[src/blfcm_pkg.sv]
// Package for the bank latch / flash command mapper.
// Holds payload structs, control structs, state enums and fixed constants.
// No dependencies.
package blfcm_pkg;

   // Fixed field widths
   localparam int ADDR_W   = 16;
   localparam int BYTE_W   = 8;
   localparam int BANK_W   = 5;
   localparam int OFFSET_W = 14;
   localparam int CNT_W    = 6;
   localparam int CSR_IDX_W  = 3;
   localparam int CSR_DATA_W = 6;

   typedef logic [CNT_W-1:0] cnt_type;

   // Configuration register indexes
   localparam logic [CSR_IDX_W-1:0] CSR_FLASH_ENABLED  = 3'd0;
   localparam logic [CSR_IDX_W-1:0] CSR_BOARD_VARIANT  = 3'd1;
   localparam logic [CSR_IDX_W-1:0] CSR_NAMETABLE_MODE = 3'd2;
   localparam logic [CSR_IDX_W-1:0] CSR_CHR_BANK_MASK  = 3'd3;
   localparam logic [CSR_IDX_W-1:0] CSR_PRG_BANK_COUNT = 3'd4;

   // Command protocol addresses and data
   localparam logic [ADDR_W-1:0] ADDR_LATCH = 16'hC000;
   localparam logic [ADDR_W-1:0] ADDR_UNLK1 = 16'h9555;
   localparam logic [ADDR_W-1:0] ADDR_UNLK2 = 16'hAAAA;
   localparam logic [BYTE_W-1:0] DATA_RESET   = 8'hF0;
   localparam logic [BYTE_W-1:0] DATA_ID      = 8'h90;
   localparam logic [BYTE_W-1:0] DATA_PROGRAM = 8'hA0;
   localparam logic [BYTE_W-1:0] DATA_ERASE   = 8'h80;
   localparam logic [BYTE_W-1:0] DATA_SECTOR  = 8'h30;
   localparam logic [BYTE_W-1:0] DATA_AA      = 8'hAA;
   localparam logic [BYTE_W-1:0] DATA_55      = 8'h55;
   localparam logic [BYTE_W-1:0] DATA_00      = 8'h00;
   localparam logic [BYTE_W-1:0] DATA_01      = 8'h01;
   localparam logic [OFFSET_W-1:0] SECTOR_MASK = 14'h3000;

   // Device ID bytes
   localparam logic [BYTE_W-1:0] DEV_ID_32 = 8'hB7;
   localparam logic [BYTE_W-1:0] DEV_ID_16 = 8'hB6;
   localparam logic [BYTE_W-1:0] DEV_ID_LO = 8'hB5;

   // Board variants with special decode
   localparam logic [2:0] VARIANT_0 = 3'd0;
   localparam logic [2:0] VARIANT_1 = 3'd1;
   localparam logic [2:0] VARIANT_2 = 3'd2;
   localparam logic [2:0] VARIANT_3 = 3'd3;
   localparam logic [2:0] VARIANT_4 = 3'd4;

   // Nametable modes
   localparam logic [1:0] NT_HORIZONTAL = 2'd0;
   localparam logic [1:0] NT_VERTICAL   = 2'd1;
   localparam logic [1:0] NT_ONE_SCREEN = 2'd2;
   localparam logic [1:0] NT_FOUR       = 2'd3;

   // Mirroring codes
   localparam logic [2:0] MIR_HORIZONTAL = 3'd0;
   localparam logic [2:0] MIR_VERTICAL   = 3'd1;
   localparam logic [2:0] MIR_SCREEN_A   = 3'd2;
   localparam logic [2:0] MIR_SCREEN_B   = 3'd3;
   localparam logic [2:0] MIR_FOUR       = 3'd4;

   // Flash operations
   localparam logic [1:0] FOP_NONE    = 2'd0;
   localparam logic [1:0] FOP_PROGRAM = 2'd1;
   localparam logic [1:0] FOP_ERASE   = 2'd2;

   // Flash command sequencer states
   typedef enum logic [3:0] {
      SEQ_IDLE      = 4'd0,
      SEQ_U1        = 4'd1,
      SEQ_U2        = 4'd2,
      SEQ_U3        = 4'd3,
      SEQ_U4        = 4'd4,
      SEQ_CMD       = 4'd5,
      SEQ_PGM_BANK  = 4'd6,
      SEQ_PGM_DATA  = 4'd7,
      SEQ_ERS_U1    = 4'd8,
      SEQ_ERS_U2    = 4'd9,
      SEQ_ERS_U3    = 4'd10,
      SEQ_ERS_BANK  = 4'd11,
      SEQ_ERS_DATA  = 4'd12
   } flash_seq_type;

   // Controller states
   typedef enum logic [1:0] {
      CTL_IDLE = 2'd0,
      CTL_CALC = 2'd1,
      CTL_DONE = 2'd2
   } ctl_state_type;

   typedef struct packed {
      logic [ADDR_W-1:0] address;
      logic [BYTE_W-1:0] write_data;
      logic [BYTE_W-1:0] rom_value;
   } req_type;

   typedef struct packed {
      logic [BANK_W-1:0]   prg_bank;
      logic [1:0]          chr_bank;
      logic [2:0]          mirroring;
      logic                id_view;
      logic [BYTE_W-1:0]   device_id;
      logic [1:0]          flash_op;
      logic [BANK_W-1:0]   flash_bank;
      logic [OFFSET_W-1:0] flash_offset;
      logic [BYTE_W-1:0]   flash_data;
      logic                latch_updated;
   } rsp_type;

   // Controller to datapath
   typedef struct packed {
      logic load;
      logic step;
      logic store;
   } ctl_cmd_type;

   // Datapath to controller
   typedef struct packed {
      logic last_step;
   } dp_status_type;

endpackage

[src/blfcm_ctrl.sv]
// Controller for the bank latch / flash command mapper.
// Sequences accept, bank modulo iteration and result store; owns rsp valid.
// Depends on blfcm_pkg.
module blfcm_ctrl (
   input  logic                     clock,
   input  logic                     reset,
   input  logic                     req_valid,
   output logic                     req_stall,
   output logic                     rsp_valid,
   input  logic                     rsp_stall,
   output blfcm_pkg::ctl_cmd_type   cmd,
   input  blfcm_pkg::dp_status_type status
);

   blfcm_pkg::ctl_state_type state_ff, state_in;
   logic out_full_ff, out_full_in;
   logic out_free;

   // result register can take a new result
   assign out_free  = !out_full_ff || !rsp_stall;
   assign req_stall = (state_ff != blfcm_pkg::CTL_IDLE);
   assign rsp_valid = out_full_ff;

   // next state
   always_comb begin
      state_in = state_ff;
      case (state_ff)
         blfcm_pkg::CTL_IDLE: begin
            if (req_valid) state_in = blfcm_pkg::CTL_CALC;
         end
         blfcm_pkg::CTL_CALC: begin
            if (status.last_step) state_in = blfcm_pkg::CTL_DONE;
         end
         blfcm_pkg::CTL_DONE: begin
            if (out_free) state_in = blfcm_pkg::CTL_IDLE;
         end
         default: state_in = blfcm_pkg::CTL_IDLE;
      endcase
   end

   // outputs to datapath
   always_comb begin
      cmd = '0;
      case (state_ff)
         blfcm_pkg::CTL_IDLE: cmd.load  = req_valid;
         blfcm_pkg::CTL_CALC: cmd.step  = 1'b1;
         blfcm_pkg::CTL_DONE: cmd.store = out_free;
         default: cmd = '0;
      endcase
   end

   // result register occupancy
   always_comb begin
      out_full_in = out_full_ff;
      if (cmd.store) out_full_in = 1'b1;
      else if (!rsp_stall) out_full_in = 1'b0;
   end

   always_ff @(posedge clock) begin
      if (reset) begin
         state_ff    <= blfcm_pkg::CTL_IDLE;
         out_full_ff <= 1'b0;
      end else begin
         state_ff    <= state_in;
         out_full_ff <= out_full_in;
      end
   end

endmodule

[src/blfcm_datapath.sv]
// Datapath for the bank latch / flash command mapper.
// Config registers, bank latch, flash command sequencer, serial modulo, result register.
// Depends on blfcm_pkg.
module blfcm_datapath #(
   parameter int PRG_BANK_BITS = 5
) (
   input  logic                                  clock,
   input  logic                                  reset,
   input  logic                                  csr_valid,
   input  logic [blfcm_pkg::CSR_IDX_W-1:0]       csr_index,
   input  logic [blfcm_pkg::CSR_DATA_W-1:0]      csr_data,
   input  blfcm_pkg::req_type                    req_payload,
   output blfcm_pkg::rsp_type                    rsp_payload,
   input  blfcm_pkg::ctl_cmd_type                cmd,
   output blfcm_pkg::dp_status_type              status
);

   localparam int P  = PRG_BANK_BITS;
   localparam int RW = P + 1;
   localparam int SW = $clog2(P);
   localparam blfcm_pkg::cnt_type MAX_COUNT = blfcm_pkg::cnt_type'(1 << P);

   // configuration
   logic                         flash_en_ff;
   logic [2:0]                   variant_ff;
   logic [1:0]                   nt_mode_ff;
   logic [1:0]                   chr_mask_ff;
   blfcm_pkg::cnt_type           bank_count_ff;

   // mapper state
   logic [blfcm_pkg::BYTE_W-1:0] latch_ff, latch_in;
   blfcm_pkg::flash_seq_type     seq_ff, seq_in;
   logic [P-1:0]                 tbank_ff, tbank_in;
   logic                         idv_ff, idv_in;

   // per-item flash command, held until store
   logic [1:0]                     op_ff, op_in;
   logic [P-1:0]                   fbank_ff, fbank_in;
   logic [blfcm_pkg::OFFSET_W-1:0] foff_ff, foff_in;
   logic [blfcm_pkg::BYTE_W-1:0]   fdata_ff, fdata_in;
   logic                           loaded_ff, loaded_in;

   // serial modulo
   logic [RW-1:0]  rem_ff;
   logic [P-1:0]   divd_ff;
   logic [SW-1:0]  step_ff;
   logic [RW-1:0]  rem_shift;
   logic [RW-1:0]  rem_next;
   blfcm_pkg::cnt_type eff_count;

   blfcm_pkg::rsp_type rsp_ff, rsp_in;

   logic [blfcm_pkg::ADDR_W-1:0] addr;
   logic [blfcm_pkg::BYTE_W-1:0] data;
   logic                         hi;
   logic                         at_latch, at_unlk1, at_unlk2;
   logic                         narrow;

   // configuration writes
   always_ff @(posedge clock) begin
      if (reset) begin
         flash_en_ff   <= 1'b0;
         variant_ff    <= 3'd0;
         nt_mode_ff    <= 2'd0;
         chr_mask_ff   <= 2'd3;
         bank_count_ff <= blfcm_pkg::cnt_type'(32);
      end else if (csr_valid) begin
         case (csr_index)
            blfcm_pkg::CSR_FLASH_ENABLED:  flash_en_ff   <= csr_data[0];
            blfcm_pkg::CSR_BOARD_VARIANT:  variant_ff    <= csr_data[2:0];
            blfcm_pkg::CSR_NAMETABLE_MODE: nt_mode_ff    <= csr_data[1:0];
            blfcm_pkg::CSR_CHR_BANK_MASK:  chr_mask_ff   <= csr_data[1:0];
            blfcm_pkg::CSR_PRG_BANK_COUNT: bank_count_ff <= csr_data;
            default: ;
         endcase
      end
   end

   // input decode
   assign addr     = req_payload.address;
   assign data     = req_payload.write_data;
   assign hi       = (addr >= blfcm_pkg::ADDR_LATCH);
   assign at_latch = (addr == blfcm_pkg::ADDR_LATCH);
   assign at_unlk1 = (addr == blfcm_pkg::ADDR_UNLK1);
   assign at_unlk2 = (addr == blfcm_pkg::ADDR_UNLK2);
   assign narrow   = (variant_ff == blfcm_pkg::VARIANT_1) ||
                     (variant_ff == blfcm_pkg::VARIANT_3) ||
                     (variant_ff == blfcm_pkg::VARIANT_4);

   // latch load and flash command sequencer
   always_comb begin
      latch_in  = latch_ff;
      seq_in    = seq_ff;
      tbank_in  = tbank_ff;
      idv_in    = idv_ff;
      op_in     = blfcm_pkg::FOP_NONE;
      fbank_in  = '0;
      foff_in   = '0;
      fdata_in  = '0;
      loaded_in = 1'b0;
      if (flash_en_ff) begin
         if (hi) begin
            latch_in  = data;
            loaded_in = 1'b1;
         end
         if (data == blfcm_pkg::DATA_RESET) begin
            seq_in = blfcm_pkg::SEQ_IDLE;
            idv_in = 1'b0;
         end else begin
            seq_in = blfcm_pkg::SEQ_IDLE;
            case (seq_ff)
               blfcm_pkg::SEQ_IDLE:
                  if (at_latch && data == blfcm_pkg::DATA_01) seq_in = blfcm_pkg::SEQ_U1;
               blfcm_pkg::SEQ_U1:
                  if (at_unlk1 && data == blfcm_pkg::DATA_AA) seq_in = blfcm_pkg::SEQ_U2;
               blfcm_pkg::SEQ_U2:
                  if (at_latch && data == blfcm_pkg::DATA_00) seq_in = blfcm_pkg::SEQ_U3;
               blfcm_pkg::SEQ_U3:
                  if (at_unlk2 && data == blfcm_pkg::DATA_55) seq_in = blfcm_pkg::SEQ_U4;
               blfcm_pkg::SEQ_U4:
                  if (at_latch && data == blfcm_pkg::DATA_01) seq_in = blfcm_pkg::SEQ_CMD;
               blfcm_pkg::SEQ_CMD: begin
                  if (at_unlk1 && data == blfcm_pkg::DATA_ID) idv_in = 1'b1;
                  else if (at_unlk1 && data == blfcm_pkg::DATA_PROGRAM)
                     seq_in = blfcm_pkg::SEQ_PGM_BANK;
                  else if (at_unlk1 && data == blfcm_pkg::DATA_ERASE)
                     seq_in = blfcm_pkg::SEQ_ERS_U1;
               end
               blfcm_pkg::SEQ_PGM_BANK:
                  if (hi) begin
                     tbank_in = data[P-1:0];
                     seq_in   = blfcm_pkg::SEQ_PGM_DATA;
                  end
               blfcm_pkg::SEQ_PGM_DATA:
                  if (!hi) begin
                     op_in    = blfcm_pkg::FOP_PROGRAM;
                     fbank_in = tbank_ff;
                     foff_in  = addr[blfcm_pkg::OFFSET_W-1:0];
                     fdata_in = data;
                  end
               blfcm_pkg::SEQ_ERS_U1:
                  if (at_unlk1 && data == blfcm_pkg::DATA_AA) seq_in = blfcm_pkg::SEQ_ERS_U2;
               blfcm_pkg::SEQ_ERS_U2:
                  if (at_latch && data == blfcm_pkg::DATA_00) seq_in = blfcm_pkg::SEQ_ERS_U3;
               blfcm_pkg::SEQ_ERS_U3:
                  if (at_unlk2 && data == blfcm_pkg::DATA_55) seq_in = blfcm_pkg::SEQ_ERS_BANK;
               blfcm_pkg::SEQ_ERS_BANK:
                  if (hi) begin
                     tbank_in = data[P-1:0];
                     seq_in   = blfcm_pkg::SEQ_ERS_DATA;
                  end
               blfcm_pkg::SEQ_ERS_DATA:
                  if (!hi && data == blfcm_pkg::DATA_SECTOR) begin
                     op_in    = blfcm_pkg::FOP_ERASE;
                     fbank_in = tbank_ff;
                     foff_in  = addr[blfcm_pkg::OFFSET_W-1:0] & blfcm_pkg::SECTOR_MASK;
                  end
               default: seq_in = blfcm_pkg::SEQ_IDLE;
            endcase
         end
      end else if (!(narrow && !hi)) begin
         // no flash: plain latch, with bus conflict on some variants
         if (variant_ff == blfcm_pkg::VARIANT_0 || variant_ff == blfcm_pkg::VARIANT_2)
            latch_in = data & req_payload.rom_value;
         else
            latch_in = data;
         loaded_in = 1'b1;
      end
   end

   // effective bank count: zero counts as one, clamp at the window size
   always_comb begin
      eff_count = bank_count_ff;
      if (bank_count_ff == '0) eff_count = blfcm_pkg::cnt_type'(1);
      else if (bank_count_ff > MAX_COUNT) eff_count = MAX_COUNT;
   end

   // one remainder bit per step, restoring form
   always_comb begin
      rem_shift = {rem_ff[P-1:0], divd_ff[P-1]};
      rem_next  = rem_shift;
      if (blfcm_pkg::cnt_type'(rem_shift) >= eff_count)
         rem_next = RW'(blfcm_pkg::cnt_type'(rem_shift) - eff_count);
   end

   assign status.last_step = (step_ff == '0);

   always_ff @(posedge clock) begin
      if (reset) begin
         latch_ff <= '0;
         seq_ff   <= blfcm_pkg::SEQ_IDLE;
         tbank_ff <= '0;
         idv_ff   <= 1'b0;
         step_ff  <= '0;
      end else if (cmd.load) begin
         latch_ff <= latch_in;
         seq_ff   <= seq_in;
         tbank_ff <= tbank_in;
         idv_ff   <= idv_in;
         step_ff  <= SW'(P - 1);
      end else if (cmd.step) begin
         step_ff  <= step_ff - 1'b1;
      end
   end

   // per-item payload registers
   always_ff @(posedge clock) begin
      if (cmd.load) begin
         op_ff     <= op_in;
         fbank_ff  <= fbank_in;
         foff_ff   <= foff_in;
         fdata_ff  <= fdata_in;
         loaded_ff <= loaded_in;
         rem_ff    <= '0;
         divd_ff   <= latch_in[P-1:0];
      end else if (cmd.step) begin
         rem_ff    <= rem_next;
         divd_ff   <= divd_ff << 1;
      end
   end

   // result assembly from updated state
   always_comb begin
      rsp_in               = '0;
      rsp_in.prg_bank      = blfcm_pkg::BANK_W'(rem_ff[P-1:0]);
      rsp_in.chr_bank      = latch_ff[6:5] & chr_mask_ff;
      if (variant_ff == blfcm_pkg::VARIANT_3) begin
         rsp_in.mirroring  = latch_ff[7] ? blfcm_pkg::MIR_VERTICAL
                                         : blfcm_pkg::MIR_HORIZONTAL;
      end else begin
         case (nt_mode_ff)
            blfcm_pkg::NT_VERTICAL:   rsp_in.mirroring = blfcm_pkg::MIR_VERTICAL;
            blfcm_pkg::NT_ONE_SCREEN: rsp_in.mirroring = latch_ff[7] ? blfcm_pkg::MIR_SCREEN_A
                                                                     : blfcm_pkg::MIR_SCREEN_B;
            blfcm_pkg::NT_FOUR:       rsp_in.mirroring = blfcm_pkg::MIR_FOUR;
            default:                  rsp_in.mirroring = blfcm_pkg::MIR_HORIZONTAL;
         endcase
      end
      rsp_in.id_view       = idv_ff;
      if (eff_count >= blfcm_pkg::cnt_type'(32))      rsp_in.device_id = blfcm_pkg::DEV_ID_32;
      else if (eff_count >= blfcm_pkg::cnt_type'(16)) rsp_in.device_id = blfcm_pkg::DEV_ID_16;
      else                                            rsp_in.device_id = blfcm_pkg::DEV_ID_LO;
      rsp_in.flash_op      = op_ff;
      rsp_in.flash_bank    = blfcm_pkg::BANK_W'(fbank_ff);
      rsp_in.flash_offset  = foff_ff;
      rsp_in.flash_data    = fdata_ff;
      rsp_in.latch_updated = loaded_ff;
   end

   always_ff @(posedge clock) begin
      if (cmd.store) rsp_ff <= rsp_in;
   end

   assign rsp_payload = rsp_ff;

endmodule

[src/bank_latch_flash_command_mapper_core.sv]
// Top level of the bank latch / flash command mapper.
// Joins blfcm_ctrl and blfcm_datapath; depends on blfcm_pkg.
//
//   channel  direction  handshake           payload
//   req      in         req_valid/req_stall  req_payload (address, write_data, rom_value)
//   rsp      out        rsp_valid/rsp_stall  rsp_payload (bank, mirroring, flash command)
//   csr      in         csr_valid/csr_ready  csr_index, csr_data
//
// Each item is accepted, updating the latch and sequencer, then runs the bit-serial
// bank modulo, and then has its result stored in the output register.
// A new item is taken while the previous result still waits in the output register.
// Reset is synchronous and active high; it clears the latch, sequencer and config.
// A stalled result holds; the controller waits before overwriting it.
module bank_latch_flash_command_mapper_core #(
   parameter int PRG_BANK_BITS = 5
) (
   input  logic                               clock,
   input  logic                               reset,
   input  logic                               req_valid,
   output logic                               req_stall,
   input  blfcm_pkg::req_type                 req_payload,
   output logic                               rsp_valid,
   input  logic                               rsp_stall,
   output blfcm_pkg::rsp_type                 rsp_payload,
   input  logic                               csr_valid,
   output logic                               csr_ready,
   input  logic [blfcm_pkg::CSR_IDX_W-1:0]    csr_index,
   input  logic [blfcm_pkg::CSR_DATA_W-1:0]   csr_data
);

   blfcm_pkg::ctl_cmd_type   cmd;
   blfcm_pkg::dp_status_type status;

   // config writes always taken
   assign csr_ready = 1'b1;

   blfcm_ctrl u_ctrl (
      .clock     (clock),
      .reset     (reset),
      .req_valid (req_valid),
      .req_stall (req_stall),
      .rsp_valid (rsp_valid),
      .rsp_stall (rsp_stall),
      .cmd       (cmd),
      .status    (status)
   );

   blfcm_datapath #(
      .PRG_BANK_BITS (PRG_BANK_BITS)
   ) u_datapath (
      .clock       (clock),
      .reset       (reset),
      .csr_valid   (csr_valid),
      .csr_index   (csr_index),
      .csr_data    (csr_data),
      .req_payload (req_payload),
      .rsp_payload (rsp_payload),
      .cmd         (cmd),
      .status      (status)
   );

endmodule

[config.mk]
export PLATFORM = sky130hd
export DESIGN_NAME = bank_latch_flash_command_mapper_core
export DESIGN_NICKNAME = d
export VERILOG_FILES = /design/src/blfcm_pkg.sv /design/src/blfcm_ctrl.sv /design/src/blfcm_datapath.sv /design/src/bank_latch_flash_command_mapper_core.sv
export SDC_FILE = /design/constraint.sdc
export NUM_CORES = 1
export LEC_CHECK = 0
export ABC_AREA = 1
export ABC_CLOCK_PERIOD_IN_PS = 8600
export BUFFER_PORTS_ARGS = -buffer_cell sky130_fd_sc_hd__buf_2
export CAP_MARGIN = 25
export CORE_AREA = 2 2 139 141
export DETAILED_ROUTE_END_ITERATION = 6
export DIE_AREA = 0 0 141 143
export PLACE_DENSITY = 0.45
export SYNTH_ARGS = -nofsm -noshare
export SYNTH_HDL_FRONTEND = slang
export SYNTH_SLANG_ARGS = --single-unit
[constraint.sdc]
create_clock -name clock -period 8.6 [get_ports clock]
set_input_delay 1.72 -clock clock [delete_from_list [all_inputs] [get_ports clock]]
set_output_delay 1.72 -clock clock [all_outputs]
set_load 0.01 [all_outputs]
* Word level (Yosys, flattened, before mapping)
Index checks and enable logic that the tools add are counted.
** Storage, ports and cells
- Bits in registers :: 127
- Bits of input ports :: 46
- Output and inout port bits :: 52
- Word-level logic and storage cells :: 181
** Operators by class
- Add/subtract/negate cells :: 2
- $lt $le $gt $ge :: 5
- Equal/unequal tests :: 42
- Muxes and demuxes :: 55
- Bitwise operators :: 5
- Reduce and logical (&&, ||, !) cells :: 41
** Operators with widths (number)
- == test 16 bit, second input constant :: 3
- one-hot mux 4 bit (11 select lines) :: 1
- == test 8 bit, second input constant :: 5
- 2-to-1 mux 4 bit :: 8
- 2-to-1 mux 8 bit :: 4
- 2-to-1 mux 14 bit :: 2
- one-hot mux 14 bit (2 select lines) :: 1
- 2-to-1 mux 5 bit :: 5
- == test 4 bit, second input constant :: 5
- 2-to-1 mux 3 bit :: 6
- == test 4 x 3 -> 1 bit, second input constant :: 4
- greater-or-equal comparator 16 bit, second input constant :: 1
- 2-to-1 mux 1 bit :: 15
- 2-to-1 mux 2 bit :: 7
- == test 3 x 2 -> 1 bit, second input constant :: 4
- 2-to-1 mux 6 bit :: 2
- AND reduction 2 bit :: 6
- one-hot mux 5 bit (2 select lines) :: 1
- logical AND 1 bit :: 9
- logical NOT 3 bit :: 3
- one-hot mux 3 bit (3 select lines) :: 1
- AND 8 bit :: 1
- == test 4 x 2 -> 1 bit, second input constant :: 2
- == test 8 x 1 -> 1 bit, second input constant :: 1
- other kinds (31) :: 53

* Logic depth before layout (Yosys ltp)
Gate-level depths: netlist of run 1.
- Depth in word-level cells :: 7
- Mapped depth :: 12
- Mapped depth without buffers :: 12

* Modules after synthesis
From an unflattened synthesis of run 1, not the netlist that was laid out.
** Second synthesis, totals
- Cells, all modules :: 634
- Area total of the unflattened synthesis :: 5616.6 um^2
** By module, submodules not included
- blfcm_datapath :: times used 1, cells each 608, area an instance 5444.0 um^2, seq. area each 3143.0 um^2
- blfcm_ctrl :: times used 1, cells each 24, area an instance 161.4 um^2, seq. area each 60.1 um^2
- bank_latch_flash_command_mapper_core :: times used 1, cells each 2, area an instance 11.3 um^2, seq. area each 0.0 um^2

* Least setup slack after synthesis of run 1
Ideal clock, no wire load.
- Kind :: input -> register
- From :: input rsp_stall
- To :: register u_datapath.rsp_ff (netlist bit u_datapath.rsp_payload[0]), enable pin
- Library setup time :: 444 ps
- Arrival time :: 3658 ps
- Data required time :: 8156 ps
- Setup slack :: 4497 ps
- Cell stages on the path :: 3
- Buffers on the path :: 0
- Cells stage by stage :: nand2_1 > inv_1 > nor2_1
** RTL lines
- start: declaration :: RTL line bank_latch_flash_command_mapper_core.sv:23 : input logic rsp_stall,
- end signal: assignment :: RTL line blfcm_datapath.sv:251 : if (cmd.store) rsp_ff <= rsp_in;
- end: declaration :: RTL line blfcm_datapath.sv:51 : blfcm_pkg::rsp_type rsp_ff, rsp_in;

* Worst setup path after layout of run 1
- From :: input req_payload[10] (netlist name)
- To :: register u_datapath.foff_ff[0] (netlist name), data pin
** On the way
- Word-level cells in the longest chain between the ends :: 2
** RTL lines
- start: declaration :: RTL line bank_latch_flash_command_mapper_core.sv:21 : input blfcm_pkg::req_type req_payload,
- == test 8 bit :: RTL line blfcm_datapath.sv:106 : if (data == blfcm_pkg::DATA_RESET) begin
- OR reduction 2 bit (no line)
- end signal: assignment :: RTL line blfcm_datapath.sv:211 : foff_ff <= foff_in;
- end: declaration :: RTL line blfcm_datapath.sv:39 : logic [blfcm_pkg::OFFSET_W-1:0] foff_ff, foff_in;
Every way passes these cells.
A chain may end at the register's enable or synchronous reset.

==> flow_metrics.env, run 1 <==
export IMPL_outcome="finished clean"
export IMPL_htree_num_levels=4
export IMPL_layout_nets=767
export IMPL_cts_sinks=121
export IMPL_timing_rr_end="u_datapath.rem_ff[0]"
export IMPL_post_cts_resized=0
export IMPL_cts_hold_buf=0
export IMPL_synth_cell_type_count=36
export IMPL_viasPerCell=4.43
export IMPL_crit_slowest_cell="nor4_4"
export IMPL_path_cells="buf_2 > nor2_1 > nand2_1 > nor4_4 > nor2_4 > clkinv_2 > nor2_2 > inv_2 > nor2_1"
export IMPL_dr_pass1_iters=4
export IMPL_critPathLaunchType="primary input"
export IMPL_die_h_um=143
export IMPL_place_gp_congestion=0.923
export IMPL_ys_seq_area_share_pct=58.2
export IMPL_clock_skew_ns=0.0106
export IMPL_core_area_um2=18600
export IMPL_clk_pin_slew_ns=0.05
export IMPL_crit_path_max_incr_delay_ns=0.40
export IMPL_drtIter0Drc=277
export IMPL_clockPowerShare_pct=44.6
export IMPL_net_switching_power_uw=389
export IMPL_grt_pass1_wl_um=21400
export IMPL_clockBufferDepth=2
export IMPL_start_util_pct=29.6
export IMPL_syn2layout_area_growth_pct=23.1
export IMPL_drive_above_1_share_pct=20.0
export IMPL_avgSynthCellArea_um2=9.01
export IMPL_ant_nets=0
export IMPL_dp_hpwl_um=10000
export IMPL_netlist_area_um2=5510
export IMPL_synth_flop_cell="edfxtp_1"
export IMPL_worst_slew_pin_slew_ns=0.807
export IMPL_critPathBufInv=3
export IMPL_ff_latch_area_um2=3200
export IMPL_power_density_nw_per_um2=233
export IMPL_required_ns=8.74
export IMPL_post_route_drc_count=0
export IMPL_most_common_layout_cells="122 x nand2_1, 103 x nor2_1, 90 x buf_2, 78 x edfxtp_1, 72 x inv_1"
export IMPL_max_vdd_ir_drop_mv=0.141
export IMPL_synth_top_cell_by_area="edfxtp_1"
export IMPL_syn_inst=611
export IMPL_power_frac_seq_pct=43.6
export IMPL_cp_data_arrival_time_ns=3.21
export IMPL_hold_end="u_datapath.rsp_payload[27]"
export IMPL_grt_max_degree=40
export IMPL_finalSetupViolations=0
export IMPL_multi_input_area_um2=1940
export IMPL_max_freq_mhz=327
export IMPL_placement_io_buffers=90
export IMPL_fin_util_pct=36.5
export IMPL_die_x_um=141
export IMPL_relSlewSlack_pct=46.1
export IMPL_grt_ovfl_total=0
export IMPL_die_area_um2=20200
export IMPL_critPathMaxFanout=20
export IMPL_grt_pass1_vias=4142
export IMPL_worst_path_dominant_cell_family="simple AND/OR/NAND/NOR gates"
export IMPL_slew_violations=0
export IMPL_synth_area_leaders="edfxtp_1 43%, dfxtp_1 16%, nand2_1 8.3%, nor2_1 7.1%, inv_1 4.9%"
export IMPL_synth_edf_count=78
export IMPL_track_usage_pct=13.8
export IMPL_crit_path_start="req_payload[10]"
export IMPL_async_flop_share_pct=0
export IMPL_cpMostUsedCell="nor2_1"
export IMPL_num_vias=4257
export IMPL_ys_seq_elements=121
export IMPL_finalCritPeriodShare_pct=35.6
export IMPL_fill_cells=1913
export IMPL_min_from="u_datapath.fbank_ff[4]"
export IMPL_p_int_mw=1.19
export IMPL_rsz0062_at_grt="no"
export IMPL_fin_tns_setup_ns=0
export IMPL_maxCapViolCount=0
export IMPL_ios=98
export IMPL_clock_latency_ns=0.42
export IMPL_r2r_setup_slack_ns=6.29
export IMPL_synth_top_area_share_pct=42.5
export IMPL_postCtsSetupBuffers=0
export IMPL_cts_tree="yes"
export IMPL_wirelength_um=13300
export IMPL_p_leak_nw=2.83
export IMPL_min_path_cells=0
export IMPL_layout_commonest_cell="nand2_1"
export IMPL_wl_per_cell_um=13.9
export IMPL_power_share_combinational_pct=11.8
export IMPL_antenna_found_initial=1
export IMPL_std_cell_rows=50
export IMPL_period_needed_ns=3.06
export IMPL_hold_path_class="flop to flop"
export IMPL_cts_buffers=17
export IMPL_criticalPathCategory="primary input to flop"
export IMPL_yosys_warnings=0
export IMPL_crit_path_end_kind="flop"
export IMPL_cts_root_buf="clkbuf_16"
export IMPL_r2r_start="u_datapath.bank_count_ff[5]"
export IMPL_r2r_cells=10
export IMPL_swShare_pct=24.7
export IMPL_hold_viol=0
==> sequential cells by signal (all words and copies together) (netlist names) <==
signal / cells
u_ctrl.rsp_valid: 1
u_datapath.chr_mask_ff: 2
u_datapath.loaded_ff: 1
u_datapath.nt_mode_ff: 2
u_datapath.divd_ff: 5
u_ctrl.state_ff: 2
u_datapath.op_ff: 2
u_datapath.bank_count_ff: 6
u_datapath.variant_ff: 3
u_datapath.idv_ff: 1
u_datapath.foff_ff: 14
u_datapath.step_ff: 3
u_datapath.tbank_ff: 5
u_datapath.rem_ff: 5
u_datapath.fdata_ff: 8
u_datapath.seq_ff: 4
u_datapath.fbank_ff: 5
u_datapath.rsp_payload: 43
u_datapath.latch_ff: 8
u_datapath.flash_en_ff: 1
==> routing by layer <==
metal	up-vias	global-route usage [%]	wire, um
li1	2221	-	-
met1	1924	17.7	6320
met2	96	22.3	6230
met3	16	3.52	499
met4	0	5.79	255
met5	-	0	0
==> worst max path at each step <==
stage,endpoint,slack [ns],depth (start not counted)
6_report,u_datapath.foff_ff[0],5.54,9
5_1_grt,u_datapath.fdata_ff[0],5.37,9
4_1_cts,u_datapath.divd_ff[2],5.54,5
3_5_place_dp,u_datapath.divd_ff[0],5.11,5
3_3_place_gp,u_datapath.divd_ff[2],5.19,5
2_1_floorplan,u_datapath.rsp_payload[0],4.50,3
==> layout make-up <==
cell class	count	share of cell area [%]
Antenna cell	1	0.0369
Clock buffer	25	7.33
Clock inverter	7	1.31
Inverter	80	4.45
Multi-Input combinational cell	401	28.6
Sequential cell	121	47.2
Tap cell	234	4.32
Timing Repair Buffer	91	6.76
==> synthesized netlist by cell type (3+ instances only) <==
master / number
o21ai_0: 35
nand2_1: 122
nor3_1: 13
ha_1: 8
clkbuf_1: 5
buf_4: 7
nor2_2: 12
inv_2: 5
a21oi_1: 31
xor2_1: 3
inv_1: 72
o211ai_1: 7
dfxtp_1: 43
nand4_1: 14
nand3_1: 26
nor2_1: 104
edfxtp_1: 78
==> through the flow <==
step / area, um^2 / power, mW / setup WS (ns) / instances / hold slack [ns]
6_report: 6780 / 1.58 / 5.54 / 960 / 0.414
5_1_grt: 6780 / 1.66 / 5.37 / 960 / 0.433
3_3_place_gp: 6190 / 0.888 / 5.19 / 927 / 0.406
2_1_floorplan: 5530 / 0.826 / 4.50 / 616 / 0.400
3_5_place_dp: 6190 / 0.887 / 5.11 / 927 / 0.405
4_1_cts: 6780 / 1.60 / 5.54 / 959 / 0.417
==> power groups by stage <==
stage	clock (mW)	combinational [mW]	sequential, mW
6_report	0.704	0.186	0.688
5_1_grt	0.748	0.213	0.694
4_1_cts	0.724	0.189	0.689
3_5_place_dp	0	0.187	0.700
3_3_place_gp	0	0.186	0.701
2_1_floorplan	0	0.130	0.696
==> cell families (layout without fill, tap and decap cells) <==
kind of cell | count (synthesis) | after routing | synth area share (%)
other | 2 | 8 | 0.136
DFF | 121 | 121 | 58.2
AOI/OAI and AO/OA | 79 | 79 | 7.77
xor gates and xnor gates | 4 | 4 | 0.636
buffers and inverters | 94 | 203 | 7.18
and+or+nand+nor | 302 | 302 | 23.9
adders and majority gates | 9 | 9 | 2.18
No activity file was read; power rests on OpenSTA's default activity.
==> inputs of run 2 (changes only) <==
Settings changed: ABC_AREA 1 to 0, ABC_CLOCK_PERIOD_IN_PS 8600 to 2900, CORE_AREA 2 2 139 141 to 2 2 136 138, DIE_AREA 0 0 141 143 to 0 0 138 140.
Clock period 8.6 ns to 2.9 ns, I/O delays scaled along.
==> run 2 against run 1 <==
Against the previous run: non-clock buffer count up 12; global-route usage up 0.45 points; highest routed layer unchanged; sequential power rose to 2.9 times the previous value; utilization up 1.0 points; register-to-register slack worse by 5.7 ns; worst hold slack worse by 0.023 ns; largest power group unchanged; clock skew up 0.0096 ns; combinational power up 87%.
==> flow_metrics.env, run 2 <==
export IMPL_layout_nets=618
export IMPL_netlist_area_um2=5270
export IMPL_ys_seq_area_share_pct=60.8
export IMPL_layout_commonest_cell="buf_2"
export IMPL_synth_top_area_share_pct=44.5
export IMPL_synth_edf_count=78
export IMPL_htree_num_levels=4
export IMPL_num_vias=3839
export IMPL_crit_slowest_cell="dfxtp_1"
export IMPL_antenna_found_initial=1
export IMPL_crit_path_end_kind="flop"
export IMPL_fin_util_pct=37.5
export IMPL_rsz0062_at_grt="no"
export IMPL_fin_tns_setup_ns=0
export IMPL_maxCapViolCount=0
export IMPL_clock_latency_ns=0.42
export IMPL_die_h_um=140
export IMPL_cp_data_arrival_time_ns=2.64
export IMPL_synth_area_leaders="edfxtp_1 44%, dfxtp_1 16%, mux2i_1 5.1%, and2_1 3.2%, nand2_1 3.0%"
export IMPL_wirelength_um=13500
export IMPL_die_area_um2=19300
export IMPL_grt_pass1_wl_um=21000
export IMPL_slew_violations=0
export IMPL_cts_sinks=121
export IMPL_clk_pin_slew_ns=0.06
export IMPL_std_cell_rows=49
export IMPL_placement_io_buffers=90
export IMPL_fill_cells=1785
export IMPL_core_area_um2=17800
export IMPL_async_flop_share_pct=0
export IMPL_cts_root_buf="clkbuf_16"
export IMPL_most_common_layout_cells="90 x buf_2, 78 x edfxtp_1, 43 x dfxtp_1, 42 x nand2_1, 39 x nor2_1"
export IMPL_multi_input_area_um2=1930
export IMPL_die_x_um=138
export IMPL_power_frac_seq_pct=43.0
export IMPL_required_ns=3.26
export IMPL_largest_reg_flops=43
export IMPL_dr_pass1_iters=4
export IMPL_cts_buffers=17
export IMPL_synthTopCellsByCount="78 x edfxtp_1, 43 x dfxtp_1, 42 x nand2_1"
export IMPL_finalCritPeriodShare_pct=78.7
export IMPL_path_cells="nor4_1 > nor2_1 > nor2_1 > ha_1 > fa_1 > nand2b_1 > a21oi_1 > o41ai_2 > buf_4 > or3_1 > nand3_1"
export IMPL_clock_skew_ns=0.0202
export IMPL_outcome="finished clean"
export IMPL_clockBufferDepth=2
export IMPL_p_int_mw=3.57
export IMPL_finalSetupViolations=0
export IMPL_hold_viol=0
export IMPL_dp_hpwl_um=9880
export IMPL_synth_flop_cell="edfxtp_1"
export IMPL_power_share_combinational_pct=7.6
export IMPL_syn2layout_area_growth_pct=26.5
export IMPL_max_freq_mhz=438
export IMPL_r2r_start="u_datapath.bank_count_ff[4]"
export IMPL_critPathLaunchType="flop"
export IMPL_hold_path_class="primary input to flop"
export IMPL_drtIter0Drc=173
export IMPL_place_gp_congestion=0.919
export IMPL_min_path_cells=3
export IMPL_wl_per_cell_um=16.7
export IMPL_post_route_drc_count=0
export IMPL_cts_tree="yes"
export IMPL_ff_latch_area_um2=3200
export IMPL_start_util_pct=29.6
export IMPL_net_switching_power_mw=1.02
export IMPL_worst_slew_pin_slew_ns=0.803
export IMPL_ys_seq_elements=121
export IMPL_r2r_cells=11
export IMPL_criticalPathCategory="flop to flop"
export IMPL_clockPowerShare_pct=49.4
export IMPL_ios=98
export IMPL_swShare_pct=22.2
export IMPL_critPathMaxFanout=6
export IMPL_antenna_cells=0
export IMPL_grt_max_degree=32
export IMPL_hold_end="u_datapath.bank_count_ff[3]"
export IMPL_drive_above_1_share_pct=25.2
export IMPL_ant_nets=0
export IMPL_synth_top_cell_by_area="edfxtp_1"
export IMPL_avgSynthCellArea_um2=11.5
export IMPL_max_vdd_ir_drop_mv=0.403
export IMPL_track_usage_pct=14.2
export IMPL_yosys_warnings=0
export IMPL_min_from="csr_data[3]"
export IMPL_period_needed_ns=2.28
export IMPL_crit_path_max_incr_delay_ns=0.40
export IMPL_relSlewSlack_pct=46.1
export IMPL_p_leak_nw=2.55
export IMPL_syn_inst=459
export IMPL_postCtsSetupBuffers=0
export IMPL_post_cts_resized=0
export IMPL_r2r_setup_slack_ns=0.62
export IMPL_power_density_nw_per_um2=688
export IMPL_cpMostUsedCell="nor2_1"
export IMPL_yosysMostFrequentCell="edfxtp_1"
export IMPL_timing_rr_end="u_datapath.rem_ff[1]"
export IMPL_viasPerCell=4.77
export IMPL_cts_hold_buf=0
export IMPL_grt_pass1_vias=3841
export IMPL_grt_ovfl_total=0
export IMPL_synth_cell_type_count=54
run 2: changes by cell type after synthesis, moves of 7 or more:
cell      delta
inv_1       -57
nor2_2      -12
mux2i_1     +27
o21ai_0     -17
and2_1      +26
nand2_1     -80
nand3_1     -13
a21oi_1     -10
nor4_1       +7
nor2_1      -65
nand2b_1     +8
clkbuf_1    +11
run 2: layout make-up:
type                       instances  area share, %
sequential                       121           48.1
multi-input combinational        305           28.9
timing repair buffer             103           8.41
clock buffer                      17           6.38
tap                              229           4.30
clock inverter                    15           3.10
inverter                          15          0.845
run 2: cells by family after synthesis:
logic type,synth area share (%)
xor+xnor,0.832
buf+inv,3.21
mux,5.13
simple gates,19.7
compound gates,7.89
fa+ha+maj,2.28
flops,60.8
other cells,0.143
run 2: worst max path at each step:
stage / start / end / slack [ns] / cells past startpoint
after floorplan: req_valid / u_datapath.latch_ff[0] / 0.39 / 6
after global placement: req_payload[9] / u_datapath.seq_ff[0] / 0.37 / 6
after detailed placement: req_payload[9] / u_datapath.seq_ff[0] / 0.32 / 6
after CTS: u_datapath.bank_count_ff[4] / u_datapath.rem_ff[1] / 0.59 / 11
after global routing: u_datapath.bank_count_ff[4] / u_datapath.rem_ff[4] / 0.40 / 11
final: u_datapath.bank_count_ff[4] / u_datapath.rem_ff[1] / 0.62 / 11
run 2: per-layer routing:
layer  wire length (um)  vias to the layer above  share of wire (%)  global-route usage [%]
li1                   -                     1866                  -                       -
met5                  0                        -                  0                       0
met3                756                       21                5.6                    4.38
met2               6290                      130                 47                    23.1
met4                318                        0                2.4                    6.55
met1               6090                     1822                 45                    17.5
run 2: power by group through the flow:
| stage | sequential (mW) | clock (mW) | combinational, mW |
|---|---|---|---|
| floorplan | 2.01 | 0 | 0.202 |
| global placement | 2.01 | 0 | 0.348 |
| detailed placement | 2.01 | 0 | 0.353 |
| CTS | 1.97 | 2.33 | 0.355 |
| global route | 1.98 | 2.40 | 0.392 |
| finish | 1.97 | 2.26 | 0.348 |
run 2: critical path, delay by kind of cell, from the launching register on:
kind                     cells  cell delay (ns)
adder cells (fa/ha/maj)      2             0.62
buffers and inverters        1             0.16
AND/OR/NAND/NOR              6             0.79
AO/OA/AOI/OAI                2             0.24
flip-flops                   1             0.40
run 2: through the flow:
stage	hold slack (ns)	total power [mW]	area [um^2]	worst slack [ns]	instances
floorplan	0.400	2.21	5290	0.390	464
global placement	0.402	2.35	6020	0.365	772
detailed placement	0.407	2.36	6020	0.315	772
CTS	0.378	4.65	6660	0.589	804
global route	0.394	4.77	6660	0.400	805
finish	0.391	4.58	6660	0.619	805
==> inputs of run 3 (changes only) <==
Settings changed: ABC_CLOCK_PERIOD_IN_PS 2900 to 2100.
Clock period 2.9 ns to 2.1 ns, I/O delays scaled along.
==> run 3 against run 2 <==
Against the previous run: the flow now finishes with violations (setup timing); design area increased by 7.0%; critical path depth increased by 1; power increased by 41%; first-iteration DRC count increased by 14%; cell count increased by 7.0%; flip-flop and latch count unchanged; sequential share of layout area decreased by 3.1 points; clock skew decreased by 0.012 ns; wire length increased by 6.8%; global-route usage increased by 1.2 points; clock power increased by 40%; critical path type unchanged.
==> flow_metrics.env, run 3 (synthesis results as in run 2) <==
export IMPL_criticalPathCategory="flop to flop"
export IMPL_std_cell_rows=49
export IMPL_dp_hpwl_um=10600
export IMPL_critPathLaunchType="flop"
export IMPL_viasPerCell=4.66
export IMPL_die_area_um2=19300
export IMPL_htree_num_levels=4
export IMPL_clock_skew_ns=0.00772
export IMPL_ant_nets=0
export IMPL_clk_pin_slew_ns=0.05
export IMPL_cts_buffers=17
export IMPL_layout_commonest_cell="buf_2"
export IMPL_most_common_layout_cells="90 x buf_2, 78 x edfxtp_1, 69 x buf_4, 42 x nand2_1, 39 x dfxtp_1"
export IMPL_grt_max_degree=32
export IMPL_cts_sinks=121
export IMPL_power_density_nw_per_um2=907
export IMPL_grt_ovfl_total=0
export IMPL_fin_tns_setup_ns=-0.672
export IMPL_die_h_um=140
export IMPL_outcome="complete, but fails checks"
export IMPL_grt_pass1_wl_um=22800
export IMPL_clock_latency_ns=0.42
export IMPL_post_route_drc_count=0
export IMPL_period_needed_ns=2.27
export IMPL_max_freq_mhz=441
export IMPL_place_gp_congestion=0.913
export IMPL_dr_pass1_iters=4
export IMPL_placement_io_buffers=90
export IMPL_worst_slew_pin_slew_ns=0.577
export IMPL_largest_reg_flops=43
export IMPL_cts_root_buf="clkbuf_16"
export IMPL_finalSetupViolations=5
export IMPL_fin_util_pct=40.1
export IMPL_slew_violations=0
export IMPL_required_ns=2.46
export IMPL_cts_tree="yes"
export IMPL_finalCritPeriodShare_pct=108
export IMPL_antenna_found_initial=0
export IMPL_maxCapViolCount=0
export IMPL_drtIter0Drc=198
export IMPL_wirelength_um=14400
export IMPL_antenna_cells=0
export IMPL_p_leak_nw=2.84
export IMPL_core_area_um2=17800
export IMPL_layout_nets=674
export IMPL_ios=98
export IMPL_violations="setup timing"
export IMPL_drive_above_1_share_pct=33.5
export IMPL_track_usage_pct=15.4
export IMPL_hold_viol=0
export IMPL_rsz0062_at_grt="yes"
export IMPL_max_vdd_ir_drop_mv=0.549
export IMPL_crit_path_end_kind="flop"
export IMPL_clockBufferDepth=2
export IMPL_die_x_um=138
export IMPL_wl_per_cell_um=16.7
export IMPL_grt_pass1_vias=4205
export IMPL_relSlewSlack_pct=61.5
export IMPL_start_util_pct=29.6
export IMPL_cp_data_arrival_time_ns=2.62
export IMPL_num_vias=4015
export IMPL_setup_ws_ns=-0.166
export IMPL_syn2layout_area_growth_pct=35.4
export IMPL_critPathMaxFanout=5
export IMPL_hold_path_class="primary input to flop"
==> run 3: changes by cell type in the layout (fill, tap and decap cells not counted), sizes merged <==
cell / before / now
clkinv: 7 / 6
buf: 103 / 159
clkbuf: 17 / 19
clkinvlp: 3 / 2
==> run 3: repair_timing <==
| item | 4_1_cts | 5_1_grt |
|---|---|---|
| hold buffers | 0 | 0 |
| resized for setup | 9 | 7 |
| buffers inserted | 3 | 3 |
| setup endpoints to repair | 5 | 8 |
| pin swaps | 1 | 6 |
==> run 3: final timing paths <==
check / startpoint / to / slack, ns / cells past startpoint
max: u_datapath.bank_count_ff[4] / u_datapath.rem_ff[1] / -0.17 / 12
min: csr_data[5] / u_datapath.bank_count_ff[5] / 0.23 / 3
max reg2reg: u_datapath.bank_count_ff[4] / u_datapath.rem_ff[1] / -0.17 / 12
min reg2reg: u_datapath.fbank_ff[1] / u_datapath.rsp_payload[24] / 0.41 / 0
==> run 3: routing by layer <==
metal  vias up  GRT usage (%)  wire length [um]
met5         -              0                 0
met4         0           7.25               402
met3        24           4.31               739
met2       120           25.3              6710
met1      1897           19.0              6510
li1       1974              -                 -
==> run 3: critical path, stage by stage, from the launching register on <==
cell and delay, ns:
dfxtp_2 0.36, nor4_4 0.06, nor2_1 0.08, nor2_1 0.06
ha_2 0.19, fa_2 0.40, nand2b_4 0.16, a21oi_4 0.17
o41ai_4 0.07, buf_4 0.17, buf_4 0.13, or3_1 0.30
nand3_1 0.07
==> run 3: layout make-up <==
type	instances	area (um^2)
Fill cell	1770	10600
Multi-Input combinational cell	305	1980
Tap cell	229	287
Inverter	15	56.3
Clock buffer	19	433
Timing Repair Buffer	159	968
Clock inverter	13	201
Sequential cell	121	3210
==> run 3: where the power goes <==
group / switching (mW) / internal, mW
registers: 0.0508 / 2.67
logic: 0.343 / 0.243
clock network: 1.07 / 2.10
total: 1.46 / 5.01
==> run 3: metrics by stage <==
step	setup slack, ns	power, mW	instance area, um^2	hold slack [ns]	std cells
2_1_floorplan	-0.0223	3.06	5300	0.400	464
3_3_place_gp	-0.268	3.31	6410	0.402	823
3_5_place_dp	-0.302	3.33	6410	0.405	823
4_1_cts	-0.0570	6.54	7090	0.217	858
5_1_grt	-0.284	6.72	7130	0.228	861
6_report	-0.166	6.47	7130	0.232	861
